File: src/rtl/core/gbe_pkg.sv
// shared types, codes and helper functions for the gap buffer editor
package gbe_pkg;

	localparam int CAPACITY_DEF = 4096;
	localparam int POS_W        = 13;
	localparam int BYTE_W       = 8;
	localparam int CMD_W        = 3;
	localparam int STAT_W       = 2;
	localparam int LEN_W        = 3;

	typedef enum logic [CMD_W-1:0] {
		CMD_INSERT    = 3'd0,
		CMD_BACKSPACE = 3'd1,
		CMD_DELETE    = 3'd2,
		CMD_LEFT      = 3'd3,
		CMD_RIGHT     = 3'd4,
		CMD_CLEAR     = 3'd5
	} cmd_t;

	localparam logic [STAT_W-1:0] ST_DONE = 2'd0;
	localparam logic [STAT_W-1:0] ST_FULL = 2'd1;
	localparam logic [STAT_W-1:0] ST_NOOP = 2'd2;

	typedef struct packed {
		logic [STAT_W-1:0] status;
		logic              next_valid;
		logic [BYTE_W-1:0] next_byte;
		logic [POS_W-1:0]  text_length;
		logic [POS_W-1:0]  cursor_pos;
	} result_t;

	// continuation bytes are 10xxxxxx
	function automatic logic is_cont(input logic [BYTE_W-1:0] b);
		return (b & 8'hC0) == 8'h80;
	endfunction

	// character length from its lead byte
	function automatic logic [LEN_W-1:0] char_len(input logic [BYTE_W-1:0] lead);
		logic [LEN_W-1:0] n;
		if (lead <= 8'h7F || lead < 8'hC0) n = 3'd1;
		else if (lead < 8'hE0) n = 3'd2;
		else if (lead < 8'hF0) n = 3'd3;
		else if (lead < 8'hF8) n = 3'd4;
		else if (lead < 8'hFC) n = 3'd5;
		else n = 3'd6;
		return n;
	endfunction

endpackage

File: src/rtl/core/gbe_seq.sv
// command sequencer: gap pointers and read-modify-write of the text store
module gbe_seq #(
	parameter int CAPACITY = gbe_pkg::CAPACITY_DEF,
	parameter int AW       = $clog2(CAPACITY),
	parameter int CW       = $clog2(CAPACITY + 1)
) (
	input  logic                       clk,
	input  logic                       arst_n,
	input  logic                       cmd_valid,
	output logic                       cmd_ready,
	input  logic [gbe_pkg::CMD_W-1:0]  cmd,
	input  logic [gbe_pkg::BYTE_W-1:0] data_byte,
	output logic                       res_valid,
	input  logic                       res_ready,
	output gbe_pkg::result_t           res,
	output logic                       mem_we,
	output logic [AW-1:0]              mem_waddr,
	output logic [gbe_pkg::BYTE_W-1:0] mem_wdata,
	output logic                       mem_re,
	output logic [AW-1:0]              mem_raddr,
	input  logic [gbe_pkg::BYTE_W-1:0] mem_rdata
);

	localparam logic [CW-1:0] CAP_W = CW'(CAPACITY);
	localparam int            OW    = gbe_pkg::POS_W;

	typedef enum logic [7:0] {
		S_IDLE  = 8'b0000_0001,
		S_EXEC  = 8'b0000_0010,
		S_LREAD = 8'b0000_0100,
		S_LMOVE = 8'b0000_1000,
		S_RREAD = 8'b0001_0000,
		S_RMOVE = 8'b0010_0000,
		S_FREAD = 8'b0100_0000,
		S_FOUT  = 8'b1000_0000
	} state_t;

	state_t                        state_q, state_d;
	logic [gbe_pkg::CMD_W-1:0]     cmd_q;
	logic [gbe_pkg::BYTE_W-1:0]    data_q;
	logic [CW-1:0]                 gb_q, gb_d;
	logic [CW-1:0]                 ge_q, ge_d;
	logic                          first_q, first_d;
	logic [gbe_pkg::LEN_W-1:0]     rem_q, rem_d;
	logic [gbe_pkg::STAT_W-1:0]    st_q, st_d;

	logic [CW-1:0]                 gb_m1, ge_m1, room, lead_len, mv_cnt;
	logic [gbe_pkg::LEN_W-1:0]     rem_eff;
	logic                          nv;
	logic [CW-1:0]                 tlen;
	logic [CW+OW-1:0]              pos_ext, len_ext;

	assign gb_m1    = gb_q - 1'b1;
	assign ge_m1    = ge_q - 1'b1;
	assign room     = CAP_W - ge_q;
	assign lead_len = CW'(gbe_pkg::char_len(mem_rdata));
	// clamp the character to the bytes left after the cursor
	assign mv_cnt   = (room < lead_len) ? room : lead_len;
	assign rem_eff  = first_q ? (mv_cnt[gbe_pkg::LEN_W-1:0] - 1'b1) : rem_q;

	assign nv      = ge_q < CAP_W;
	assign tlen    = gb_q + room;
	assign pos_ext = {{OW{1'b0}}, gb_q};
	assign len_ext = {{OW{1'b0}}, tlen};

	always_comb begin
		state_d   = state_q;
		gb_d      = gb_q;
		ge_d      = ge_q;
		first_d   = first_q;
		rem_d     = rem_q;
		st_d      = st_q;
		mem_we    = 1'b0;
		mem_waddr = gb_q[AW-1:0];
		mem_wdata = data_q;
		mem_re    = 1'b0;
		mem_raddr = ge_q[AW-1:0];
		cmd_ready = 1'b0;
		res_valid = 1'b0;
		unique case (state_q)
			S_IDLE: begin
				cmd_ready = 1'b1;
				st_d      = gbe_pkg::ST_DONE;
				if (cmd_valid) begin
					state_d = S_EXEC;
				end
			end
			S_EXEC: begin
				state_d = S_FREAD;
				first_d = 1'b1;
				unique case (cmd_q)
					gbe_pkg::CMD_INSERT: begin
						if (gb_q < ge_q) begin
							mem_we = 1'b1;
							gb_d   = gb_q + 1'b1;
						end else begin
							st_d = gbe_pkg::ST_FULL;
						end
					end
					gbe_pkg::CMD_BACKSPACE: begin
						if (gb_q != '0) gb_d = gb_m1;
						else st_d = gbe_pkg::ST_NOOP;
					end
					gbe_pkg::CMD_DELETE: begin
						if (nv) ge_d = ge_q + 1'b1;
						else st_d = gbe_pkg::ST_NOOP;
					end
					gbe_pkg::CMD_LEFT: begin
						if (gb_q != '0) begin
							mem_re    = 1'b1;
							mem_raddr = gb_m1[AW-1:0];
							state_d   = S_LMOVE;
						end else begin
							st_d = gbe_pkg::ST_NOOP;
						end
					end
					gbe_pkg::CMD_RIGHT: begin
						if (nv) begin
							mem_re  = 1'b1;
							state_d = S_RMOVE;
						end else begin
							st_d = gbe_pkg::ST_NOOP;
						end
					end
					gbe_pkg::CMD_CLEAR: begin
						gb_d = '0;
						ge_d = CAP_W;
					end
					default: st_d = gbe_pkg::ST_NOOP;
				endcase
			end
			S_LREAD: begin
				mem_re    = 1'b1;
				mem_raddr = gb_m1[AW-1:0];
				state_d   = S_LMOVE;
			end
			S_LMOVE: begin
				// a lead byte before the cursor ends the move without copying
				if (first_q || gbe_pkg::is_cont(mem_rdata)) begin
					mem_we    = 1'b1;
					mem_waddr = ge_m1[AW-1:0];
					mem_wdata = mem_rdata;
					gb_d      = gb_m1;
					ge_d      = ge_m1;
					first_d   = 1'b0;
					state_d   = (gb_m1 == '0) ? S_FREAD : S_LREAD;
				end else begin
					state_d = S_FREAD;
				end
			end
			S_RREAD: begin
				mem_re  = 1'b1;
				state_d = S_RMOVE;
			end
			S_RMOVE: begin
				mem_we    = 1'b1;
				mem_wdata = mem_rdata;
				gb_d      = gb_q + 1'b1;
				ge_d      = ge_q + 1'b1;
				first_d   = 1'b0;
				if (rem_eff == '0) begin
					state_d = S_FREAD;
				end else begin
					rem_d   = rem_eff - 1'b1;
					state_d = S_RREAD;
				end
			end
			S_FREAD: begin
				mem_re  = nv;
				state_d = S_FOUT;
			end
			S_FOUT: begin
				res_valid = 1'b1;
				if (res_ready) begin
					state_d = S_IDLE;
				end
			end
			default: state_d = S_IDLE;
		endcase
	end

	always_comb begin
		res.cursor_pos  = pos_ext[OW-1:0];
		res.text_length = len_ext[OW-1:0];
		res.next_valid  = nv;
		res.next_byte   = nv ? mem_rdata : '0;
		res.status      = st_q;
	end

	always_ff @(posedge clk or negedge arst_n) begin
		if (!arst_n) begin
			state_q <= S_IDLE;
			gb_q    <= '0;
			ge_q    <= CAP_W;
			first_q <= 1'b0;
			rem_q   <= '0;
			st_q    <= gbe_pkg::ST_DONE;
		end else begin
			state_q <= state_d;
			gb_q    <= gb_d;
			ge_q    <= ge_d;
			first_q <= first_d;
			rem_q   <= rem_d;
			st_q    <= st_d;
		end
	end

	always_ff @(posedge clk) begin
		if (cmd_valid && cmd_ready) begin
			cmd_q  <= cmd;
			data_q <= data_byte;
		end
	end

	// the gap never turns negative and never runs past the store
	a_gap_order: assert property (@(posedge clk) disable iff (!arst_n)
		gb_q <= ge_q && ge_q <= CAP_W)
		else $error("gap pointers out of order");

	// copies never read and write the same entry in one cycle
	a_no_rw_clash: assert property (@(posedge clk) disable iff (!arst_n)
		!(mem_we && mem_re && mem_waddr == mem_raddr))
		else $error("read and write to the same entry");

	// a right move copies at most six bytes
	a_rem_bound: assert property (@(posedge clk) disable iff (!arst_n)
		state_q == S_RMOVE && !first_q |-> rem_q <= 3'd5)
		else $error("right move count too large");

	// text length never changes on a cursor move
	a_move_keeps_len: assert property (@(posedge clk) disable iff (!arst_n)
		(state_q == S_LMOVE || state_q == S_RMOVE) |=> $stable(tlen))
		else $error("cursor move changed text length");

endmodule
File: config.mk
export PLATFORM = sky130hd
export DESIGN_NAME = gbe_seq
export DESIGN_NICKNAME = d
export VERILOG_FILES = /design/src/rtl/core/gbe_pkg.sv /design/src/rtl/core/gbe_seq.sv
export SDC_FILE = /design/constraint.sdc
export NUM_CORES = 1
export LEC_CHECK = 0
export BUFFER_PORTS_ARGS = -buffer_cell sky130_fd_sc_hd__clkbuf_2
export CAP_MARGIN = 20
export CELL_PAD_IN_SITES_DETAIL_PLACEMENT = 0
export CELL_PAD_IN_SITES_GLOBAL_PLACEMENT = 2
export CORE_MARGIN = 2
export CORE_UTILIZATION = 30
export DETAILED_ROUTE_END_ITERATION = 8
export PLACE_DENSITY_LB_ADDON = 0.1
export SLEW_MARGIN = 30
export SYNTH_ARGS = -nofsm -noshare
export SYNTH_HDL_FRONTEND = slang
export SYNTH_SLANG_ARGS = --single-unit
File: constraint.sdc
create_clock -name clk -period 4.4 [get_ports clk]
set_input_delay 0.66 -clock clk [delete_from_list [all_inputs] [get_ports clk]]
set_output_delay 0.66 -clock clk [all_outputs]
set_load 0.1 [all_outputs]
# ---- Yosys cells after proc, flatten, opt, wreduce, memory -nomap -nowiden
# Cells that the tools add are included.
dict set report word_totals {
  regBits 51
  elab_cells 120
}
dict set report op_classes {
  addsub 8
  magnitude_cmp 9
  n_eq_ne 26
  muxes 50
  bitwise_logic 1
  reduce_logical 18
}
# operator count
set ops {}
lappend ops {{$pmux 13 s3} 3}
lappend ops {{$mux 13} 5}
lappend ops {{$pmux 8 s8} 1}
lappend ops {{$mux 12} 4}
lappend ops {{$lt 8x8->1 const B} 5}
lappend ops {{$mux 7} 5}
lappend ops {{$mux 8} 4}
lappend ops {{$add 13x1->13 const B} 2}
lappend ops {{$pmux 13 s2} 1}
lappend ops {{$sub 13x1->13 const B} 2}
lappend ops {{$pmux 12 s2} 1}
lappend ops {{$ne 3x3->1 const B} 6}
lappend ops {{$pmux 8 s2} 1}
lappend ops {{$mux 3} 5}
lappend ops {{$pmux 7 s2} 1}
lappend ops {{$add 13x13->13} 1}
lappend ops {{$logic_not 13->1} 1}
lappend ops {{$lt 13x13->1} 1}
lappend ops {{$lt 13x13->1 const B} 1}
lappend ops {{$lt 13x3->1} 1}
lappend ops {{$reduce_bool 13->1} 1}
lappend ops {{$sub 13x13->13 const A} 1}
lappend ops {{$mux 2} 5}
lappend ops {{$reduce_and 5->1} 2}
lappend ops {{other kinds (31)} 52}

# ---- Depth between registers and ports, before layout
dict set report logic_depth {
  word_depth 13
  depth_mapped 17
  depth_no_buf 17
}

# ---- Worst setup path before layout
# OpenSTA, ideal clock, no wires.
dict set report synth_timing {
  path_kind {register to output}
  startpoint {register gb_q[5]}
  endpoint {output port mem_raddr[2]}
  arrival_ps 4674
  t_required_ps 3740
  setup_slack_ps -934
  stages_incl_launch_ff 10
  n_path_buf 3
  cell_sequence {dfrtp_1 -> clkbuf_1 -> nor4_2 -> nand4_1 -> nor2_1 -> nor2_1 -> a32o_1 -> clkbuf_1 -> clkbuf_1 -> o21ai_0}
}
dict set report synth_between {
  elab_chain_len 4
}
# element line
set synth_lines {}
lappend synth_lines {{start: declaration} gbe_seq.sv:41} ;# logic [CW-1:0] gb_q, gb_d;
lappend synth_lines {{start signal: assignment} gbe_seq.sv:200} ;# gb_q <= gb_d;
lappend synth_lines {{$reduce_bool 13->1} gbe_seq.sv:109} ;# if (gb_q != '0) begin
lappend synth_lines {{$mux 12} gbe_seq.sv:109}
lappend synth_lines {{$mux 12} gbe_seq.sv:91} ;# unique case (cmd_q)
lappend synth_lines {{$pmux 12 s2} gbe_seq.sv:80} ;# unique case (state_q)
lappend synth_lines {{end: declaration} gbe_seq.sv:20} ;# output logic [AW-1:0] mem_raddr,
# Every way passes these cells.

# ---- Worst setup path after layout
dict set report layout_timing {
  startpoint {register ge_q[0]}
  endpoint {register rem_q[0] in the netlist's numbering}
}
dict set report layout_between {
  elab_chain_len 8
  elab_cells_between_ends 9
}
# element line
set layout_lines {}
lappend layout_lines {{start: declaration} gbe_seq.sv:42} ;# logic [CW-1:0] ge_q, ge_d;
lappend layout_lines {{start signal: assignment} gbe_seq.sv:201} ;# ge_q <= ge_d;
lappend layout_lines {{$sub 13x13->13 *} gbe_seq.sv:55} ;# assign room = CAP_W - ge_q;
lappend layout_lines {{$lt 13x3->1} gbe_seq.sv:58} ;# assign mv_cnt = (room < lead_len) ? room : lead_len;
lappend layout_lines {{$mux 3 *} gbe_seq.sv:58}
lappend layout_lines {{$sub 3x1->3 *} gbe_seq.sv:59} ;# assign rem_eff = first_q ? (mv_cnt[gbe_pkg::LEN_W-1:0] - 1'b1) : rem_q;
lappend layout_lines {{$mux 3 *} gbe_seq.sv:59}
lappend layout_lines {{parallel branches: the longest is 3 deep, another holds $sub 3x1->3} -}
lappend layout_lines {{end signal: assignment} gbe_seq.sv:203} ;# rem_q <= rem_d;
lappend layout_lines {{end: declaration} gbe_seq.sv:44} ;# logic [gbe_pkg::LEN_W-1:0] rem_q, rem_d;
# Every way passes the cells marked *.
# A chain may end at the register's enable or synchronous reset.

==> results.sh <==
export IMPL_synth_xor_area_share=0.05829
export IMPL_synth_top_flop_cell="dfrtp_1"
export IMPL_drv_cap=0
export IMPL_initialDrtViolationCount=411
export IMPL_num_rows=47
export IMPL_synthSimpleGateAreaFrac=0.2403
export IMPL_period_needed_ns=4.182
export IMPL_synth_top_family_by_area="compound AO/OA/AOI/OAI gates"
export IMPL_critPathTopFamily="simple AND/OR/NAND/NOR gates"
export IMPL_async_flop_share=0.7843
export IMPL_synth_fa_ha_area_frac=0.09001
export IMPL_synth_nets=691
export IMPL_die_h_um=134.2
export IMPL_synth_seq_cells=51
export IMPL_cp_slowest_cell="or4_4"
export IMPL_hp_class="in2async"
export IMPL_cts_max_level=2
export IMPL_finalMaxSlewViolations=0
export IMPL_syn_area_um2=5087
export IMPL_die_w_um=134.2
export IMPL_maxSlewHeadroom=0.4359
export IMPL_post_route_util=0.4055
export IMPL_path_depth=17
export IMPL_overflow=0
export IMPL_vias=5284
export IMPL_cp_end_kind="register"
export IMPL_clock_sinks=51
export IMPL_clk_path_buf_depth=2
export IMPL_post_drt_wl_per_cell_um=19.80
export IMPL_syn_inst=632
export IMPL_dp_hpwl_um=14640
export IMPL_synth_compound_area_frac=0.2545
export IMPL_fmax_mhz=239.1
export IMPL_vias_per_cell=5.459
export IMPL_first_global_vias=5221
export IMPL_grt_pass1_wl_um=30060
export IMPL_arrival_ns=4.37
export IMPL_fin_crit_sh=0.9505
export IMPL_avgSynthCellArea_um2=8.050
export IMPL_hold_violations=0
export IMPL_cp_cell_sequence="inv_1 > ha_4 > nor2b_4 > nand3_1 > xnor2_1 > or4b_1 > or4_4 > mux2_4 > ha_2 > nand3b_1 > a21oi_2 > a2111oi_4 > ha_2 > nand3b_1 > buf_4 > a21oi_1 > o21ai_1"
export IMPL_critPathBufInv=2
export IMPL_status="finished clean"
export IMPL_synthMuxAreaShare=0.02878
export IMPL_antenna_found_initial=0
export IMPL_cts_tree="built"
export IMPL_core_area_um2=16580
export IMPL_crit_path_start_kind="register"
export IMPL_setup_viol=0
export IMPL_tightest_slew_ns=0.8461
export IMPL_dieArea_um2=18020
export IMPL_cts_buffers=5
export IMPL_fin_skew_ns=0.007999
export IMPL_drive_gt1_frac=0.2794
export IMPL_nNetsFinal=806
export IMPL_first_pass_iters=5
export IMPL_n_antenna_cell=0
export IMPL_critPathMaxStageDelay_ns=0.58
export IMPL_ys_types=80
export IMPL_clockRootBuffer="clkbuf_16"
export IMPL_synth_warnings=0
export IMPL_insertion_delay_ns=0.31
export IMPL_ctsHoldBuffers=0
export IMPL_cp_required_ns=4.59
export IMPL_drc=0
export IMPL_worstPathMaxFanout=5
export IMPL_synth_area_leaders="dfrtp_1 19%, ha_1 8.6%, edfxtp_1 6.5%"
export IMPL_antenna_left=0
export IMPL_portBuffers=95
export IMPL_grt_usage=0.2147
export IMPL_worstSetupPathType="reg2reg"
export IMPL_synth_seq_area_share=0.2622
export IMPL_yosysTopAreaCell="dfrtp_1"
export IMPL_synth_edf_count=11
export IMPL_yosysTopAreaCellShare=0.1869
export IMPL_grt_max_degree=41
export IMPL_finalSetupTns_ns=0
export IMPL_dpl_worst_slack_ns=0.03123
export IMPL_r2r_cells=17
export IMPL_io_pins=96
export IMPL_setup_slack_ns=0.2177
export IMPL_fill_cells=1725
export IMPL_area_delta_synth_final_pct=32.17
export IMPL_clk_pin_slew_ns=0.07
export IMPL_start_util=0.3068
export IMPL_wl_um=19170
export IMPL_routabilityCongestion=0.8484
==> sequential cells by signal, summed over array words and instances (netlist names) <==
signal,cells
gb_q,13
ge_q,13
data_q,8
state_q,8
cmd_q,3
rem_q,3
st_q,2
first_q,1
==> logic make-up after synthesis <==
logic type / count (synthesis)
flip-flops: 51
adder cells (fa/ha/maj): 36
XOR/XNOR: 33
multiplexers: 13
buffers and inverters: 78
AND/OR/NAND/NOR: 226
AO/OA/AOI/OAI: 195
==> worst paths after layout <==
kind,startpoint,end,slack (ns)
worst max-delay path,ge_q[0],rem_q[0],0.22
worst min-delay path,arst_n,rem_q[2],0.44
worst max register to register,ge_q[0],rem_q[0],0.22
worst min register to register,rem_q[1],rem_q[1],0.51
max in group asynchronous,arst_n,state_q[3],3.55
min in group clk,rem_q[1],rem_q[1],0.51
==> what timing repair did <==
action / 4_1_cts / 5_1_grt
endpoints found under the setup margin: 0 / 3
gates resized for setup: 0 / 11
buffers inserted: 0 / 5
==> metrics by stage <==
stage	hold WS [ns]	cell area [um2]	cells
6_report	0.4421	6724	968
3_3_place_gp	0.4887	6485	955
4_1_cts	0.4697	6628	963
5_1_grt	0.4852	6724	968
2_1_floorplan	0.3644	5130	632
3_5_place_dp	0.4910	6485	955
==> worst register-to-register path: cells and delay by family (launching register included) <==
| family | cells | cell delay, ns |
|---|---|---|
| flops | 1 | 0.38 |
| simple gates | 6 | 1.82 |
| buf+inv | 2 | 0.34 |
| fa+ha+maj | 3 | 0.61 |
| mux | 1 | 0.33 |
| xor+xnor | 1 | 0.17 |
| compound gates | 4 | 0.45 |
==> synth_stat cells, types with 6 or more instances <==
cell,count
nor2_1,57
a21oi_1,49
o21ai_0,43
dfrtp_1,38
nand2_1,36
ha_1,35
inv_1,34
clkbuf_1,31
xnor2_1,26
nand3_1,23
nor3_1,17
nor2b_1,15
and2_1,13
o31ai_1,12
a31oi_1,11
edfxtp_1,11
a22o_1,9
mux2_2,9
nand4_1,8
o22ai_1,8
a21o_1,7
a31o_2,7
and3_1,7
nand2b_1,7
xor2_1,6
==> routing by layer <==
layer | part of all wire | vias to the layer above | global-route usage | wire, um
met1 | 0.48 | 2574 | 0.3125 | 9239
met2 | 0.46 | 139 | 0.3376 | 8852
met4 | 0.012 | 0 | 0.04737 | 238
li1 | - | 2553 | - | -
met3 | 0.044 | 18 | 0.02948 | 836
met5 | 0 | - | 0 | 0
==> layout make-up <==
cell class / instances / area (um2) / share of cell area
timing repair buffer: 151 / 1321 / 0.1965
multi-input combinational: 503 / 3520 / 0.5234
clock inverter: 3 / 17.52 / 0.002605
clock buffer: 5 / 125.1 / 0.01861
sequential: 51 / 1334 / 0.1984
inverter: 35 / 131.4 / 0.01954
tap: 220 / 275.3 / 0.04094
==> cell usage in the layout, fill, tap and decap left out, types with 12 or more instances in the layout <==
cell,instances
clkbuf_2,65
buf_4,58
nor2_1,57
a21oi_1,45
o21ai_0,38
dfrtp_1,38
nand2_1,35
inv_1,34
ha_1,32
buf_12,28
xnor2_1,23
nand3_1,23
nor3_1,17
nor2b_1,15
and2_1,13
o31ai_1,12
Power is left out: the tool's default activity adds up to more than one toggle a clock period on the data nets, which glitch-free logic cannot reach.
